===== src/rtl/positional_list_engine_core_defines.svh =====
// Assertion macros used by the list engine RTL.
`ifndef POSITIONAL_LIST_ENGINE_CORE_DEFINES_SVH
`define POSITIONAL_LIST_ENGINE_CORE_DEFINES_SVH

// Same-cycle implication, checked on clk and disabled during reset.
`define PLE_ASSERT_IMP(lbl, ante, cons) \
  lbl: assert property (@(posedge clk) disable iff (!rst_n) (ante) |-> (cons)) \
    else $error("list engine check failed");

// Next-cycle implication, checked on clk and disabled during reset.
`define PLE_ASSERT_NXT(lbl, ante, cons) \
  lbl: assert property (@(posedge clk) disable iff (!rst_n) (ante) |=> (cons)) \
    else $error("list engine check failed");

`endif


===== src/rtl/ple_pkg.sv =====
// Package with command, status and cell control definitions for the list engine.
`timescale 1ns / 1ps

package ple_pkg;

  // Request command codes.
  localparam logic [2:0] CMD_CLEAR  = 3'd0;
  localparam logic [2:0] CMD_PUSH   = 3'd1;
  localparam logic [2:0] CMD_APPEND = 3'd2;
  localparam logic [2:0] CMD_GET    = 3'd3;
  localparam logic [2:0] CMD_FIND   = 3'd4;
  localparam logic [2:0] CMD_INSERT = 3'd5;
  localparam logic [2:0] CMD_DELETE = 3'd6;

  // Result status codes.
  localparam logic [1:0] ST_OK       = 2'd0;
  localparam logic [1:0] ST_BADPOS   = 2'd1;
  localparam logic [1:0] ST_FULL     = 2'd2;
  localparam logic [1:0] ST_NOTFOUND = 2'd3;

  // Cell update operations.
  localparam logic [1:0] OP_HOLD = 2'd0;
  localparam logic [1:0] OP_INS  = 2'd1;
  localparam logic [1:0] OP_DEL  = 2'd2;

  // Control broadcast from the sequencer to every cell.
  typedef struct packed {
    logic [1:0]  op;
    logic [7:0]  tgt;
    logic [7:0]  count;
    logic [31:0] item;
  } cell_ctrl_t;

endpackage


===== src/rtl/ple_cell.sv =====
// One storage cell of the list: holds an element, shifts with its neighbors, compares.
`timescale 1ns / 1ps

module ple_cell
  import ple_pkg::*;
#(
  parameter int IDX = 0
) (
  input  logic        clk,
  input  cell_ctrl_t  ctrl,
  input  logic [31:0] left_val,
  input  logic [31:0] right_val,
  output logic [31:0] elem,
  output logic        hit,
  output logic [31:0] rd_val
);

  localparam logic [7:0] IDX8 = 8'(IDX);

  logic [31:0] elem_r;
  logic        hit_r;

  // Shift in from the left neighbor on insert, from the right one on delete.
  always_ff @(posedge clk) begin
    unique case (ctrl.op)
      OP_INS: begin
        if (IDX8 > ctrl.tgt) begin
          elem_r <= left_val;
        end else if (IDX8 == ctrl.tgt) begin
          elem_r <= ctrl.item;
        end
      end
      OP_DEL: begin
        if (IDX8 >= ctrl.tgt) begin
          elem_r <= right_val;
        end
      end
      default: begin
      end
    endcase
  end

  // A hit needs a live entry holding the searched value.
  always_ff @(posedge clk) begin
    hit_r <= (elem_r == ctrl.item) && (IDX8 < ctrl.count);
  end

  // Only the addressed cell drives its element onto the read tree.
  assign rd_val = (IDX8 == ctrl.tgt) ? elem_r : 32'd0;
  assign elem   = elem_r;
  assign hit    = hit_r;

endmodule


===== config.mk =====
export PLATFORM = sky130hd
export DESIGN_NAME = ple_cell
export DESIGN_NICKNAME = d
export VERILOG_FILES = /design/src/rtl/positional_list_engine_core_defines.svh /design/src/rtl/ple_pkg.sv /design/src/rtl/ple_cell.sv
export SDC_FILE = /design/constraint.sdc
export NUM_CORES = 1
export LEC_CHECK = 0
export BUFFER_PORTS_ARGS = -buffer_cell sky130_fd_sc_hd__buf_2
export CAP_MARGIN = 0
export CORE_ASPECT_RATIO = 0.7
export CORE_MARGIN = 5
export CORE_UTILIZATION = 34
export DETAILED_ROUTE_END_ITERATION = 8
export GPL_ROUTABILITY_DRIVEN = 0
export PLACE_DENSITY = 0.83
export SETUP_SLACK_MARGIN = 0.4
export SLEW_MARGIN = 20
export SYNTH_ARGS = -nofsm -noshare
export SYNTH_HDL_FRONTEND = slang
export SYNTH_SLANG_ARGS = --single-unit

===== constraint.sdc =====
create_clock -name clk -period 2.8 [get_ports clk]
set_input_delay 0.84 -clock clk [delete_from_list [all_inputs] [get_ports clk]]
set_output_delay 0.84 -clock clk [all_outputs]
set_load 0.02 [all_outputs]

Word level (Yosys, flattened, before mapping)
Index checks and enable logic that the tools add are counted.
{"block": "totals", "reg_bits": 33, "in_bits": 115, "wordCells": 19, "out_inout_bits": 65}
{"block": "op_classes", "n_mux": 5, "n_lt_le_gt_ge": 3, "eq_ne": 5, "n_reduce_logical": 4}
{"op": "two-way mux 32 bit", "n": 4}
{"op": "one-hot mux 32 bit (2 select lines)", "n": 1}
{"op": "equality test 32 bit", "n": 1}
{"op": ">= comparator 1 x 8 -> 1 bit (first input constant)", "n": 1}
{"op": "greater-than comparator 1 x 8 -> 1 bit (first input constant)", "n": 1}
{"op": "zero test 8 bit", "n": 1}
{"op": "< comparator 1 x 8 -> 1 bit (first input constant)", "n": 1}
{"op": "!= test 3 bit (second input constant)", "n": 1}
{"op": "AND reduction 3 bit", "n": 1}
{"op": "equality test 2 x 1 -> 1 bit (second input constant)", "n": 1}
{"op": "equality test 2 bit (second input constant)", "n": 1}
{"op": "!= test 2 bit (second input constant)", "n": 1}
{"op": "nonzero test 2 bit", "n": 1}
{"op": "logical AND 1 bit", "n": 1}

Longest topological paths before layout
Gate-level depths: netlist (run 1).
{"block": "depth", "word_depth": 4, "depth_mapped": 7}

Worst setup path after synthesis (run 1)
OpenSTA, ideal clock, no wires.
{"block": "synth_timing", "path_kind": "in2reg", "startpoint": "in ctrl[41] in the netlist's numbering", "endpoint": "reg elem_r[0], in the netlist elem[0] (enable)", "t_required_ns": 2.404, "n_path_buf": 1, "path_stages": 5, "setup_slack_ns": -0.164, "arrival_time_ns": 2.568, "cell_sequence": "or4_4 nor2_4 buf_6 nor2_1 nor2_2"}
{"block": "synth_between", "elab_chain_cells": 3, "elab_cells_between_ends": 6}
{"element": "from (decl)", "line_no": "ple_cell.sv:10", "rtl": "input cell_ctrl_t ctrl,"}
{"element": "greater-than comparator 1 x 8 -> 1 bit, or another cell as far along", "line_no": "ple_cell.sv:27", "rtl": "if (IDX8 > ctrl.tgt) begin"}
{"element": "!= test 3 bit (no source line) or != test 2 bit (tied branches)"}
{"element": "AND reduction 3 bit (no source line) (*)"}
{"element": "to (signal assigned)", "line_no": "ple_cell.sv:28", "rtl": "elem_r <= left_val;"}
{"element": "to (signal assigned)", "line_no": "ple_cell.sv:30", "rtl": "elem_r <= ctrl.item;"}
{"element": "to (signal assigned)", "line_no": "ple_cell.sv:35", "rtl": "elem_r <= right_val;"}
{"element": "to (decl)", "line_no": "ple_cell.sv:20", "rtl": "logic [31:0] elem_r;"}
Every way passes the cells marked *; elsewhere a longest branch is shown, timed or not.
A chain may end at the register's enable or synchronous reset.

Worst setup path in the final report (run 1)
{"block": "layout_timing", "startpoint": "in ctrl[47] in the netlist's numbering", "endpoint": "out rd_val[6]"}
{"block": "layout_between", "elab_chain_cells": 2}
{"element": "zero test 8 bit", "line_no": "ple_cell.sv:49", "rtl": "assign rd_val = (IDX8 == ctrl.tgt) ? elem_r : 32'd0;"}
{"element": "two-way mux 32 bit", "line_no": "ple_cell.sv:49"}
{"element": "to (decl)", "line_no": "ple_cell.sv:15", "rtl": "output logic [31:0] rd_val"}
No other way between the ends.

==> summary.md, run 1 <==
| Metric | Value |
|---|---|
| Htree depth | 2 |
| Failing checks | setup timing |
| Initial antenna violation count | 0 |
| Register area | about 980 um2 |
| Post-synth design cell area | 0.00204 mm2 |
| Critical path class | in -> out |
| Avg Cell Area, Syn | about 13 um2 |
| Post-CTS Hold Fix Bufs | 0 |
| Async S/R FF share, synth | 0% |
| Largest family of logic cells by synthesized area | multiplexers |
| Crit path DAT | 2.08 ns |
| Clock Path Buffers | 2 |
| Post-layout net count | around 430 |
| WL per Instance | roughly 16 um |
| Synth-to-layout area growth | 60.2% |
| Status | finished, violations left |
| Power Density | roughly 420 mW/mm2 |
| Number of setup violations in the final report | 32 |
| Distinct cell type count after synthesis | 19 |
| Unrepaired setup endpoints after global routing | true |
| Initial core utilization | between 30% and 40% |
| List of most frequent post-synthesis cells | and2_1, edfxtp_1, mux2_2 |
| Critical path required time | a little under 2 ns |
| Post-synth EDFFs | 32 |
| Post-Syn Instances | around 160 |
| Adder-Cell Fraction of Synth Area | around 1.2% |
| Post-DR vias/cell | roughly 4.6 |
| Drt pass-1 iters | 4 |
| Synth Area in Simple Gates | between 10% and 20% |
| Die width | roughly 100 um |
| Seq cells post-synth | 33 |
| Vias | 1,796 |
| WHS | between 0.6 and 0.7 ns |
| IO Count | 180 |
| Setup ws final | -0.122 ns |
| Area of the multi-input gates | 0.00108 mm2 |
| Mapped Nets | about 280 |
| Hold/Removal Path Class | reg -> reg |
| CTS root buf | clkbuf_8 |
| TritonCTS Buffers | 5 |
| Max-cap viol count | 0 |
| Worst skew pair latency | between 0.2 and 0.3 ns |
| Final worst path period share | 104% |
| Synth area leader | edfxtp_1 |
| Clock skew | 0.00853 ns |
| Largest net degree at the start of global routing | 21 |
| Synth warnings | 0 |
| Total congestion overflow | 0 |
| Startpoint types | input port |
| Post-synth top area share | between 40% and 50% |
| Synth Area in Compound Gates | less than 1% |
| Final Hold Fails | 0 |
| Port Buffers | about 150 |
| Post-layout min period | just under 3 ns |
| Die Ht | approximately 75 um |
| Lkg Pwr | approximately 0.0015 uW |
| Initial detailed-routing violation count | 36 |
| Post-DP HPWL | approximately 4900 um |
| DRC | 0 |
| Worst slew pin tran | between 0.4 and 0.5 ns |
| Number of setup buffers added after CTS | 0 |
| Worst-path clk slew | 0.06 ns |
| First-pass GRT wire length | approximately 9300 um |
| Largest cells by area after synthesis | edfxtp_1, mux2_2, xor2_1, and2_1, nor4_1 |
| Fillcell total | between 400 and 500 |
| Sequential area share after synthesis | between 40% and 50% |
| Row cnt | 23 |
| Vias in the first global route | approximately 1,900 |
| Peak Freq | 342 MHz |
| Total Routing Usage GR | 16.0% |
| Die area | 0.00768 mm2 |
| Final TNS setup | -3.44 ns |
| ANT cells | 0 |
| Post-synthesis mux area share | between 15 and 20% |
| Max VDD drop | roughly 0.19 mV |
| Crit path max fanout | 18 |
| Antenna viol nets, final | 0 |
| Total core area | between 0.005 and 0.006 mm2 |
| Num Clock Sinks | 33 |
| Synth Flop Type | edfxtp_1 |
| CTS tree | done |
| Synth Area in XOR/XNOR | around 14% |
| Layout cells sized above 1 | between 70% and 80% |
| Fin. max-slew vios | 0 |
| Routed wire length | 6200 um |
| Critical Path Sink Type | primary output |
| Slew headroom | 71.5% |
area by class of cell:
type                       count  area share [%]
clock buffer                   7            2.33
inverter                       2           0.229
clock inverter                 1           0.153
tap                           75            2.87
timing repair buffer         153            31.3
sequential                    33            30.0
multi-input combinational    117            33.1
flip-flops by register name (all words and copies together), names as in the netlist:
| name | count |
|---|---|
| hit | 1 |
| elem | 32 |
worst max-delay path: stages:
cell    delay, ns
buf_6        0.09
or4_4        0.53
nor2_4       0.18
buf_12       0.17
and2_4       0.15
buf_6        0.11
logic make-up after synthesis:
family,after synthesis
adders and majority gates,2
buffers and inverters,9
and+or+nand+nor,50
DFF,33
muxes,32
AOI/OAI and AO/OA,1
xor gates and xnor gates,32
final timing paths:
| check | from | endpoint | slack [ns] | depth (start not counted) |
|---|---|---|---|---|
| hold / removal | elem[11] | hit | 0.65 | 3 |
| setup / recovery | ctrl[47] | rd_val[6] | -0.12 | 6 |
| hold reg to reg | elem[11] | hit | 0.65 | 3 |
| setup reg to reg | elem[12] | hit | 1.19 | 4 |
cell usage in the layout, fill, tap and decap left out, drive strengths merged:
master and instances:
buf 153, mux2 32, edfxtp 32, and2 32, xor2 28, nor4 9
clkbuf 7, xnor2 4, nor2 4, or4 2, inv 2, nand4 2
ha 2, nand3 1, a2111oi 1, clkinv 1, dfxtp 1
report_power, final:
part / total, uW / internal (uW) / switching, uW
combinational: 355 / 163 / 193
clock: 341 / 174 / 167
sequential: 670 / 616 / 53.1
total: 1370 / 953 / 413
metal layers:
| metal | track usage, % | up-vias | share of wire (%) |
|---|---|---|---|
| met1 | 17.9 | 806 | 37 |
| met3 | 6.02 | 6 | 14 |
| met5 | 0 | - | 0 |
| met2 | 29.0 | 111 | 48 |
| met4 | 4.22 | 0 | 0.87 |
| li1 | - | 873 | - |
per-stage QoR:
stage / std cells / power, uW / worst slack, ns / cell area (um2) / util (%)
2_1_floorplan: 159 / 868 / 0.102 / 2120 / -
3_3_place_gp: 380 / 1020 / -0.165 / 2980 / 51.6
3_5_place_dp: 380 / 1030 / -0.177 / 2980 / 51.6
4_1_cts: 388 / 1390 / -0.148 / 3270 / 56.5
5_1_grt: 388 / 1440 / -0.166 / 3270 / 56.6
6_report: 388 / 1370 / -0.122 / 3270 / 56.6
what timing repair did:
item                                    in CTS  in global routing
resized for setup                           64                  2
endpoints found under the setup margin      32                 32
gates cloned                                 0                  0
pin swaps                                    8                  1
(Power assumes the default switching activity.)
==> run 2, diff against run 1 <==
--- a/config.mk
+++ b/config.mk
@@ -5,16 +5,16 @@
 export SDC_FILE = /design/constraint.sdc
 export NUM_CORES = 1
 export LEC_CHECK = 0
+export ABC_AREA = 1
 export BUFFER_PORTS_ARGS = -buffer_cell sky130_fd_sc_hd__buf_2
 export CAP_MARGIN = 0
 export CORE_ASPECT_RATIO = 0.7
 export CORE_MARGIN = 5
-export CORE_UTILIZATION = 34
+export CORE_UTILIZATION = 36
 export DETAILED_ROUTE_END_ITERATION = 8
 export GPL_ROUTABILITY_DRIVEN = 0
-export PLACE_DENSITY = 0.83
+export PLACE_DENSITY = 0.84
 export SETUP_SLACK_MARGIN = 0.4
-export SLEW_MARGIN = 20
 export SYNTH_ARGS = -nofsm -noshare
 export SYNTH_HDL_FRONTEND = slang
 export SYNTH_SLANG_ARGS = --single-unit
==> run 2 against run 1 <==
Against the previous run:
- the run now ends clean
- area after synthesis is 11% higher
- maximum frequency grew 12%
- power up 4.9%
- non-clock buffer count grew 4
- wire length up 22%
- worst setup slack better by 0.32 ns
==> summary.md, run 2 <==
| Metric | Value |
|---|---|
| Antenna viol nets, final | 0 (unchanged) |
| Placed instance area | 0.00311 mm2 (+4.3%) |
| Critical path required time | 1.96 ns (about the same) |
| Fin area | 0.00347 mm2 (+6.0%) |
| Synth-to-layout area growth | 52.6% |
| Worst Path Buf+Inv | 4 (+1) |
| Vias | 2,514 (+40%) |
| Worst skew pair latency | 0.28 ns (about the same) |
| Layout cells sized above 1 | 41.2% (-32 points) |
| Worst slew pin tran | 0.308 ns (-0.117 ns) |
| List of most frequent post-synthesis cells | nand2_1, inv_1, nor2_1 |
| Die Ht | 76.5 um (+2.2%) |
| CTS tree | done |
| Mapped Nets | 444 (+61%) |
| IO Count | 180 (unchanged) |
| Post-Syn Instances | 327 (+110%) |
| Most frequent cell after synthesis | nand2_1 |
| Htree depth | 2 (unchanged) |
| Port Buffers | 147 (unchanged) |
| Peak Freq | 384 MHz (+12%) |
| Final worst path period share | 93.0% (-11 points) |
| Post-layout min period | 2.60 ns (-0.318 ns) |
| Drt pass-1 iters | 4 (unchanged) |
| CTS root buf | clkbuf_8 |
| Num Clock Sinks | 33 (unchanged) |
| Die area | 0.00803 mm2 (+4.5%) |
| Critical Path Sink Type | primary output |
| Post-synth EDFFs | 32 (unchanged) |
| TritonCTS Buffers | 5 (unchanged) |
| Power Density | 413 mW/mm2 (-1.0%) |
| Clock Path Buffers | 2 (unchanged) |
| Sequential area share after synthesis | 43.1% (-4.9 points) |
| Post-layout net count | 599 (+40%) |
| Post-synth top area share | 42.3% (-4.8 points) |
| Largest cells by area after synthesis | edfxtp_1, nand2_1, inv_1, nor2_1, o21ai_0 |
| Max stage delay cell, worst path | buf_4 |
| Avg Cell Area, Syn | 6.95 um2 (-46%) |
| Routed wire length | 7540 um (+22%) |
| Status | completed |
| Post-DP HPWL | 5630 um (+15%) |
| Initial detailed-routing violation count | 109 (+200%) |
| Row cnt | 24 (+4.3%) |
| Largest net degree at the start of global routing | 31 (+48%) |
| Seq cells post-synth | 33 (unchanged) |
| Max VDD drop | 0.237 mV (+26%) |
| Worst-path clk slew | 0.07 ns (about the same) |
| ANT cells | 0 (unchanged) |
| Biggest cell delay along the critical path | 0.16 ns (-0.37 ns) |
| Post-synth design cell area | 0.00227 mm2 (+11%) |
| Fin. max-slew vios | 0 (unchanged) |
| Final TNS setup | 0 ns (+3.44 ns) |
| Critical path class | in -> out |
| Synth area leader | edfxtp_1 |
| Max FFs per register | 32 (unchanged) |
| Hold/Removal Path Class | reg -> reg |
| Vias in the first global route | 2,454 (+26%) |
| WHS | 0.725 ns (+0.0751 ns) |
| WL per Instance | 13.4 um (-16%) |
| Total core area | 0.00619 mm2 (+6.9%) |
| Final Hold Fails | 0 (unchanged) |
| Unrepaired setup endpoints after global routing | true |
| Total Routing Usage GR | 16.6% (+0.62 points) |
| Slew headroom | 79.4% (+7.9 points) |
| Crit path DAT | 1.76 ns (-0.32 ns) |
| Post-DR vias/cell | 4.48 (-3.2%) |
| Initial core utilization | 36.8% (+1.4 points) |
| Top Family by Delay on Critical Path | buffers and inverters |
| Lkg Pwr | 0.00187 uW (+27%) |
| Distinct cell type count after synthesis | 18 (-1) |
| Crit path max fanout | 7 (-11) |
| DRC | 0 (unchanged) |
| Cell Chain, Critical Path | buf_6 > nor2_2 > nand2_1 > nor2_4 > inv_4 > buf_12 > nor2_1 > buf_4 |
| Util after Layout | 56.1% (-0.52 points) |
| Total congestion overflow | 0 (unchanged) |
| Startpoint types | input port |
| Commonest non-fill, non-tap cell in the layout | nand2_1 |
| R2R Setup Slk | 1.60 ns (+0.41 ns) |
| Synth Flop Type | edfxtp_1 |
| Clock skew | 0.00715 ns (-0.00138 ns) |
| Max-cap viol count | 0 (unchanged) |
| Async S/R FF share, synth | 0% (unchanged) |
| Number of setup violations in the final report | 0 (-100%) |
| Synth warnings | 0 (unchanged) |
| Initial antenna violation count | 0 (unchanged) |
| First-pass GRT wire length | 11,100 um (+20%) |
| Commonest non-fill, non-tap cells in the layout | nand2_1, buf_2, inv_1 |
| Die width | 105 um (+2.3%) |
[run 2: cell types whose count changed after synthesis, moves of 18 or more]
cell     previous run  this run
inv_1               2        56
nand2_1             0       124
nor2_1              2        41
mux2_2             32         0
nor2_2              1        19
and2_1             32         0
xor2_1             28         1
o21ai_0             0        25
[run 2: kinds of logic after synthesis]
logic type                 share of synthesized area, %
adders and majority gates                          1.10
xor gates and xnor gates                           3.08
DFF                                                43.1
and+or+nand+nor                                    34.8
buffers and inverters                              12.3
AOI/OAI and AO/OA                                  5.50
[run 2: final cells by class]
| cell class | count | area (um2) |
|---|---|---|
| clock buffers | 6 | 72.6 |
| clock inverters | 2 | 10.0 |
| fillers | 589 | 2720 |
| inverters | 58 | 220 |
| multi-input cells | 227 | 1060 |
| flip-flops and latches | 33 | 981 |
| well taps | 78 | 97.6 |
| repair buffers | 157 | 1020 |
[run 2: worst paths after layout]
path,startpoint,endpoint,cells past startpoint
worst min register to register,elem[30],hit,5
worst min-delay path,elem[30],hit,5
worst max register to register,elem[19],hit,7
worst max-delay path,ctrl[41],rd_val[0],8
[run 2: repair_timing]
| action | 4_1_cts | 5_1_grt |
|---|---|---|
| pin swaps | 2 | 1 |
| hold endpoints to repair | 0 | 0 |
| gates resized for setup | 52 | 13 |
| buffers inserted | 1 | 0 |
| hold buffers | 0 | 0 |
| cloned | 0 | 3 |
| setup endpoints to repair | 32 | 32 |
[run 2: metal layers]
| layer | GRT usage, % | share of wire [%] |
|---|---|---|
| met1 | 20.2 | 40 |
| met2 | 28.9 | 50 |
| met4 | 3.45 | 0.34 |
| met3 | 5.25 | 8.9 |
| met5 | 0 | 0 |
[run 2: worst reg2reg max path, cell delays in order (launching register included)]
cell      delay [ns]
edfxtp_1        0.44
nand2_1         0.11
nand2_1         0.05
nor2_1          0.11
nand2_1         0.08
nor2_1          0.13
nand3_1         0.11
nor2_1          0.10
[run 2: report_power, final]
group          total, uW  switching [uW]  internal (uW)  leakage (uW)
Combinational        417             260            157       0.00152
Clock                354             181            172     0.0000450
Sequential           662            45.3            617      0.000306
[run 2: stage by stage]
stage          power [uW]  worst slack [ns]  instances
3_3_place_gp         1070             0.204        549
2_1_floorplan         909             0.365        327
5_1_grt              1520             0.159        561
3_5_place_dp         1080             0.136        549
6_report             1430             0.196        561
4_1_cts              1440             0.218        558
